**config.mk**
```make
export PLATFORM = sky130hd
export DESIGN_NAME = ring_fifo_one_slot_empty_top
export DESIGN_NICKNAME = d
export VERILOG_FILES = /design/src/rtl/rfifo_pkg.sv /design/src/rtl/ring_fifo_one_slot_empty_top.sv
export SDC_FILE = /design/constraint.sdc
export NUM_CORES = 1
export LEC_CHECK = 0
export BUFFER_PORTS_ARGS = -buffer_cell sky130_fd_sc_hd__buf_2
export CAP_MARGIN = 0
export CORE_MARGIN = 2
export CORE_UTILIZATION = 25
export CTS_CLUSTER_SIZE = 40
export DETAILED_ROUTE_END_ITERATION = 10
export SLEW_MARGIN = 25
export SYNTH_ARGS = -nofsm -noshare
export SYNTH_HDL_FRONTEND = slang
export SYNTH_SLANG_ARGS = --single-unit
```
**constraint.sdc**
```tcl
create_clock -name clk_i -period 5.9 [get_ports clk_i]
set_clock_uncertainty 0.2 [all_clocks]
set_input_delay 1.18 -clock clk_i [delete_from_list [all_inputs] [get_ports clk_i]]
set_output_delay 1.18 -clock clk_i [all_outputs]
set_load 0.01 [all_outputs]
```
**src/rtl/rfifo_pkg.sv**
```systemverilog
`timescale 1ns / 1ps
// ----------------------------------------------------------------------------
// Ring FIFO package
// Beat types, function codes and default sizes shared by the ring FIFO RTL.
// ----------------------------------------------------------------------------
package rfifo_pkg;

  localparam int unsigned DEPTH_DEFAULT      = 16;
  localparam int unsigned DATA_WIDTH_DEFAULT = 32;

  localparam int unsigned FUNC_W = 2;
  localparam int unsigned WORD_W = 32;
  localparam int unsigned OCC_W  = 4;

  localparam logic [FUNC_W-1:0] FUNC_PUSH  = 2'd0;
  localparam logic [FUNC_W-1:0] FUNC_POP   = 2'd1;
  localparam logic [FUNC_W-1:0] FUNC_QUERY = 2'd2;

  typedef struct packed {
    logic [FUNC_W-1:0] func;
    logic [WORD_W-1:0] data_in;
  } rfifo_in_t;

  typedef struct packed {
    logic              status;
    logic [WORD_W-1:0] pop_data;
    logic [WORD_W-1:0] front_value;
    logic [WORD_W-1:0] back_value;
    logic [OCC_W-1:0]  occupancy;
    logic              is_empty;
    logic              is_full;
  } rfifo_out_t;

endpackage

```
**src/rtl/ring_fifo_one_slot_empty_top.sv**
```systemverilog
`timescale 1ns / 1ps
// ----------------------------------------------------------------------------
// Ring FIFO with one slot left empty
// Circular queue of DEPTH slots holding at most DEPTH-1 entries, with a
// push / pop / status command channel and a one-beat status response.
// ----------------------------------------------------------------------------
// Usage:
//   Input channel (in_valid_i / in_ready_o / in_data_i) carries one command
//   beat: push data_in, pop the front, or query status. Each command gives
//   exactly one response beat on the output channel (out_valid_o /
//   out_ready_i / out_data_o) with the reject status, popped word, front and
//   back words, occupancy and empty/full flags after the command.
//   Slots live in a memory with one write port and two registered read
//   ports. The popped word is read at the accept edge, the front and back
//   words of the updated queue at the next edge, and the response is
//   registered once the output channel is free. A new command is taken
//   only after the response to the last command has been registered.
//   Reset clears both pointers, leaving the queue empty; slot contents are
//   not cleared and need no clearing pass. When the receiver stalls, the
//   response is held and the next finished response waits in the sequencer,
//   so at most one further command is accepted.
// ----------------------------------------------------------------------------
module ring_fifo_one_slot_empty_top #(
  parameter int unsigned DEPTH      = rfifo_pkg::DEPTH_DEFAULT,
  parameter int unsigned DATA_WIDTH = rfifo_pkg::DATA_WIDTH_DEFAULT
) (
  input  logic                   clk_i,
  input  logic                   rst_ni,
  input  logic                   in_valid_i,
  output logic                   in_ready_o,
  input  rfifo_pkg::rfifo_in_t   in_data_i,
  output logic                   out_valid_o,
  input  logic                   out_ready_i,
  output rfifo_pkg::rfifo_out_t  out_data_o
);
  import rfifo_pkg::*;

  localparam int unsigned AW = (DEPTH > 1) ? $clog2(DEPTH) : 1;
  localparam logic [AW-1:0] LAST_IDX = AW'(DEPTH - 1);

  localparam logic [1:0] ST_IDLE  = 2'd0;
  localparam logic [1:0] ST_FRONT = 2'd1;
  localparam logic [1:0] ST_FIN   = 2'd2;

  logic [DATA_WIDTH-1:0] slot_mem [DEPTH];

  logic [1:0]            state_q, state_d;
  logic [AW-1:0]         head_q, head_d;
  logic [AW-1:0]         tail_q, tail_d;
  logic                  status_q, status_d;
  logic                  pop_ok_q, pop_ok_d;
  logic [WORD_W-1:0]     pop_q, pop_d;
  logic [DATA_WIDTH-1:0] rd_a_q, rd_b_q;
  logic                  out_valid_q, out_valid_d;
  rfifo_out_t            out_q, out_d;

  logic          in_acc;
  logic          out_free;
  logic          empty, full;
  logic          push_ok, pop_ok;
  logic [AW-1:0] head_nxt, tail_nxt, tail_prev;
  logic [AW:0]   count;

  assign in_ready_o  = (state_q == ST_IDLE);
  assign in_acc      = in_valid_i && in_ready_o;
  assign out_free    = !out_valid_q || out_ready_i;
  assign out_valid_o = out_valid_q;
  assign out_data_o  = out_q;

  assign head_nxt  = (head_q == LAST_IDX) ? '0 : head_q + AW'(1);
  assign tail_nxt  = (tail_q == LAST_IDX) ? '0 : tail_q + AW'(1);
  assign tail_prev = (tail_q == '0) ? LAST_IDX : tail_q - AW'(1);
  assign empty     = (head_q == tail_q);
  assign full      = (tail_nxt == head_q);
  assign count     = (tail_q >= head_q) ? {1'b0, tail_q} - {1'b0, head_q}
                                        : {1'b0, tail_q} + (AW+1)'(DEPTH) - {1'b0, head_q};

  assign push_ok = (in_data_i.func == FUNC_PUSH) && !full;
  assign pop_ok  = (in_data_i.func == FUNC_POP) && !empty;

  always_comb begin
    state_d     = state_q;
    head_d      = head_q;
    tail_d      = tail_q;
    status_d    = status_q;
    pop_ok_d    = pop_ok_q;
    pop_d       = pop_q;
    out_valid_d = out_valid_q;
    out_d       = out_q;
    if (out_ready_i) begin
      out_valid_d = 1'b0;
    end
    case (state_q)
      ST_IDLE: begin
        if (in_acc) begin
          status_d = ((in_data_i.func == FUNC_PUSH) && full) ||
                     ((in_data_i.func == FUNC_POP) && empty);
          pop_ok_d = pop_ok;
          if (push_ok) begin
            tail_d = tail_nxt;
          end
          if (pop_ok) begin
            head_d = head_nxt;
          end
          state_d = ST_FRONT;
        end
      end
      ST_FRONT: begin
        pop_d   = pop_ok_q ? WORD_W'(rd_a_q) : '0;
        state_d = ST_FIN;
      end
      ST_FIN: begin
        if (out_free) begin
          out_d.status      = status_q;
          out_d.pop_data    = pop_q;
          out_d.front_value = empty ? '0 : WORD_W'(rd_a_q);
          out_d.back_value  = empty ? '0 : WORD_W'(rd_b_q);
          out_d.occupancy   = OCC_W'(count);
          out_d.is_empty    = empty;
          out_d.is_full     = full;
          out_valid_d       = 1'b1;
          state_d           = ST_IDLE;
        end
      end
      default: begin
        state_d = ST_IDLE;
      end
    endcase
  end

  always_ff @(posedge clk_i or negedge rst_ni) begin
    if (!rst_ni) begin
      state_q     <= ST_IDLE;
      head_q      <= '0;
      tail_q      <= '0;
      out_valid_q <= 1'b0;
    end else begin
      state_q     <= state_d;
      head_q      <= head_d;
      tail_q      <= tail_d;
      out_valid_q <= out_valid_d;
    end
  end

  always_ff @(posedge clk_i) begin
    status_q <= status_d;
    pop_ok_q <= pop_ok_d;
    pop_q    <= pop_d;
    out_q    <= out_d;
  end

  // write on push, read head and last entry every cycle
  always_ff @(posedge clk_i) begin
    if (in_acc && push_ok) begin
      slot_mem[tail_q] <= DATA_WIDTH'(in_data_i.data_in);
    end
    rd_a_q <= slot_mem[head_q];
    rd_b_q <= slot_mem[tail_prev];
  end

  a_ptr_range: assert property (@(posedge clk_i) disable iff (!rst_ni)
    (int'(head_q) < DEPTH) && (int'(tail_q) < DEPTH))
    else $error("ring fifo pointer out of range");

  a_accept_locks: assert property (@(posedge clk_i) disable iff (!rst_ni)
    in_acc |=> !in_ready_o ##1 !in_ready_o)
    else $error("ring fifo accepted a beat while busy");

  a_empty_zero: assert property (@(posedge clk_i) disable iff (!rst_ni)
    (out_valid_o && out_data_o.is_empty) |->
      (out_data_o.front_value == '0) && (out_data_o.back_value == '0) &&
      (out_data_o.occupancy == '0) && !out_data_o.is_full)
    else $error("ring fifo empty response carries data");

  a_ptr_hold: assert property (@(posedge clk_i) disable iff (!rst_ni)
    !in_acc |=> $stable(head_q) && $stable(tail_q))
    else $error("ring fifo pointers moved without a command");

endmodule
```
==> flow_metrics.tcl <==
set metrics [dict create \
    status "finished clean" \
    yosys.area.top_type "edfxtp_1" \
    timing.rr.end "rd_b_q[22]" \
    synth_top_family_by_area "multiplexers" \
    crit_path_end_kind "flip-flop" \
    tightest_slew_ns 1.06 \
    async_reset_ff_frac 0.0152 \
    die_w_um 354 \
    path_max_fanout 39 \
    syn_avg_cell_area_um2 17.6 \
    area_growth_pct 15.8 \
    cts_buffers 72 \
    nFillCells 12000 \
    stdcell_count 3544 \
    finalWirelength_um 82000 \
    cp-start-kind "flip-flop" \
    seq_area_frac_synth 0.686 \
    final_layout_size_suffix_gt1_frac 0.281 \
    synth_compound_area_frac 0.0431 \
    dp_hpwl_um 47800 \
    die_area_mm2 0.126 \
    vias 17100 \
    insertion_delay_ns 0.63 \
    max_freq_mhz 222 \
    synth_cell_types 46 \
    crit_path_frequent_cell "buf_4" \
    crit_end "rd_b_q[22]" \
    min_from "pop_q[15]" \
    synthSimpleGateAreaFrac 0.0756 \
    cp_cell_sequence "inv_2, buf_4, ha_1, or2_1, o21a_2, and2_1, buf_4, nand3_1, a41o_1" \
    maxCapViolations 0 \
    slew_violations 0 \
    chipHeight_um 354 \
    synth_edf_count 649 \
    drtAntennaViolNets 0 \
    via_per_inst 4.82 \
    finalNetCount 1909 \
    placedCellCount 3410 \
    start_util 0.252 \
    synthMuxAreaShare 0.169 \
    yosys_most_used_dff "edfxtp_1" \
    clk_pin_slew_ns 0.06 \
    row_count 128 \
    grt_pass1_vias 18000 \
    tritoncts "done" \
    synth_nets 1794 \
    rsz0062_at_grt "no" \
    timing_worst_setup_path_type "flip-flop to flip-flop" \
    firstDrtPassIters 5 \
    reg2reg_from "tail_q[0]" \
    cts_hold_buf 0 \
    worst_path_largest_cell_delay_ns 0.73 \
    reg2reg_depth 9 \
    yosys_warnings 0 \
    syn_inst 1745 \
    ys_ff_latch 724 \
    htreeDepth 3 \
    synth_xor_area_frac 0.00228 \
    postCtsSetupBuffers 0 \
    finalHoldViolations 0 \
    crit_slowest_cell "dfrtp_4" \
    critPathLaunch "tail_q[0]" \
    ir_drop_v 0.000453 \
    slew_headroom 0.292 \
    grt_pass1_wl_um 121000 \
    cts_sinks 724 \
    drt_iter0_drc 1655 \
    cts_root_buf "clkbuf_16" \
    reg2reg_slack_ns 1.40 \
    hold_ws_ns 0.215 \
    place.gp.congestion 0.779 \
    synth_area_mm2 0.0307 \
    yosys-top-cells-area "edfxtp_1 64%, mux4_2 17%, dfxtp_1 4.2%" \
    drc_errors 0 \
    io_buffers 142 \
    power_density_mw_per_mm2 505 \
    grt_max_degree 113 \
    antenna_found_initial 13 \
    synth_top_cell_area_share 0.635 \
    setup_violations 0 \
    clockBufferDepth 3 \
    hold_path.class "flip-flop to flip-flop" \
    critPathRequiredTime_ns 6.20 \
    p_leak_nw 11.6 \
    track_usage 0.129 \
    cts_resized 0 \
    core_mm2 0.122 \
    post-route-cell-area_mm2 0.0355 \
    critPathArrivalTime_ns 4.81 \
    wl_per_cell_um 23.2 \
    place_area_mm2 0.0332 \
    grt-ovfl-total 0 \
    post-route-period-util 0.763 \
    yosys.area_share.adder 0.00473 \
    setup-tns-final_ns 0 \
    boundaryPins 143 \
    layout_min_cycle_time_ns 4.50 \
]
[routing by layer]
metal	track usage	wire [um]
met1	0.163	32900
met2	0.214	40200
met3	0.0301	6320
met4	0.0478	2490
met5	0	86
[power breakdown]
group          total, W  switching (W)  internal, W  leakage (nW)
sequential      0.00676       0.000438      0.00632          6.55
combinational   0.00671        0.00382      0.00289          3.97
clock           0.00446        0.00197      0.00249          1.10
[cells in the mapped netlist (2+ instances only)]
| cell type | count |
|---|---|
| mux2i_1 | 5 |
| mux4_2 | 226 |
| buf_1 | 14 |
| nor2b_1 | 70 |
| a21oi_1 | 35 |
| dfrtp_1 | 11 |
| o21bai_1 | 33 |
| a211oi_1 | 65 |
| nand2b_1 | 4 |
| a21o_1 | 3 |
| edfxtp_1 | 649 |
| nor2_1 | 4 |
| nand3_1 | 64 |
| mux2_2 | 3 |
| xor2_1 | 2 |
| a41o_1 | 31 |
| xnor2_1 | 6 |
| and3_1 | 45 |
| inv_1 | 10 |
| nand2_1 | 193 |
| buf_2 | 55 |
| and2_1 | 66 |
| clkbuf_1 | 55 |
| ha_1 | 10 |
| buf_6 | 2 |
| dfxtp_1 | 64 |
[registers in the layout, summed over array words and instances, names as in the netlist]
name / flops
state_q: 2
out_data_o: 103
pop_ok_q: 1
status_q: 1
out_valid_o: 1
rd_b_q: 32
rd_a_q: 32
pop_q: 32
slot_mem: 512
head_q: 4
tail_q: 4
[worst min path at each step]
stage,endpoint,slack [ns],cells after the start
detailed placement,out_data_o[71],0.20,0
global route,out_data_o[71],0.23,0
finish,out_data_o[85],0.21,0
global placement,out_data_o[75],0.21,0
floorplan,out_data_o[100],0.20,0
CTS,tail_q[2],0.21,1
[kinds of logic after synthesis]
family / Yosys count
muxes: 234
xor gates and xnor gates: 8
adders and majority gates: 11
AOI/OAI and AO/OA: 175
DFF: 724
buffers and inverters: 138
and+or+nand+nor: 455
[critical path: cells and delay by family (launching register included)]
| kind | cells | cell delay (ns) |
|---|---|---|
| buffers and inverters | 3 | 1.23 |
| adders and majority gates | 1 | 0.27 |
| and+or+nand+nor | 3 | 0.91 |
| AOI/OAI and AO/OA | 2 | 1.00 |
| DFF | 1 | 0.73 |
[stage by stage]
step,utilization,total power [W],worst slack [ns]
CTS,0.291,0.0181,1.46
finish,0.292,0.0179,1.40
global route,0.292,0.0188,1.25
detailed placement,0.273,0.0136,1.47
floorplan,-,0.0114,1.25
global placement,0.273,0.0135,1.56
[layout make-up]
type                    count  area [um2]  area share
clock buffers              97        1970      0.0554
clock inverters            35         279     0.00786
repair buffers            168         951      0.0268
multi-input cells         883        9180       0.259
well taps                1625        2030      0.0572
diodes                      1        2.50   0.0000705
flip-flops and latches    724       21100       0.593
inverters                  11        41.3     0.00116
[cells in the final DEF (no fill, tap or decap), types with 7 or more instances in the layout]
| cell type | synthesis | layout |
|---|---|---|
| buf_4 | 1 | 23 |
| edfxtp_1 | 649 | 649 |
| ha_1 | 10 | 9 |
| a41o_1 | 31 | 31 |
| dfxtp_1 | 64 | 64 |
| buf_2 | 55 | 142 |
| clkinv_2 | 0 | 17 |
| and3_1 | 45 | 31 |
| and2_1 | 66 | 66 |
| nand3_1 | 64 | 64 |
| a21oi_1 | 35 | 34 |
| o21bai_1 | 33 | 33 |
| clkbuf_1 | 55 | 20 |
| nand2_1 | 193 | 192 |
| dfrtp_1 | 11 | 7 |
| and3_4 | 0 | 14 |
| nor2b_1 | 70 | 67 |
| inv_1 | 10 | 9 |
| clkbuf_16 | 0 | 74 |
| mux4_2 | 226 | 226 |
| a211oi_1 | 65 | 65 |
(Power assumes the default switching activity.)
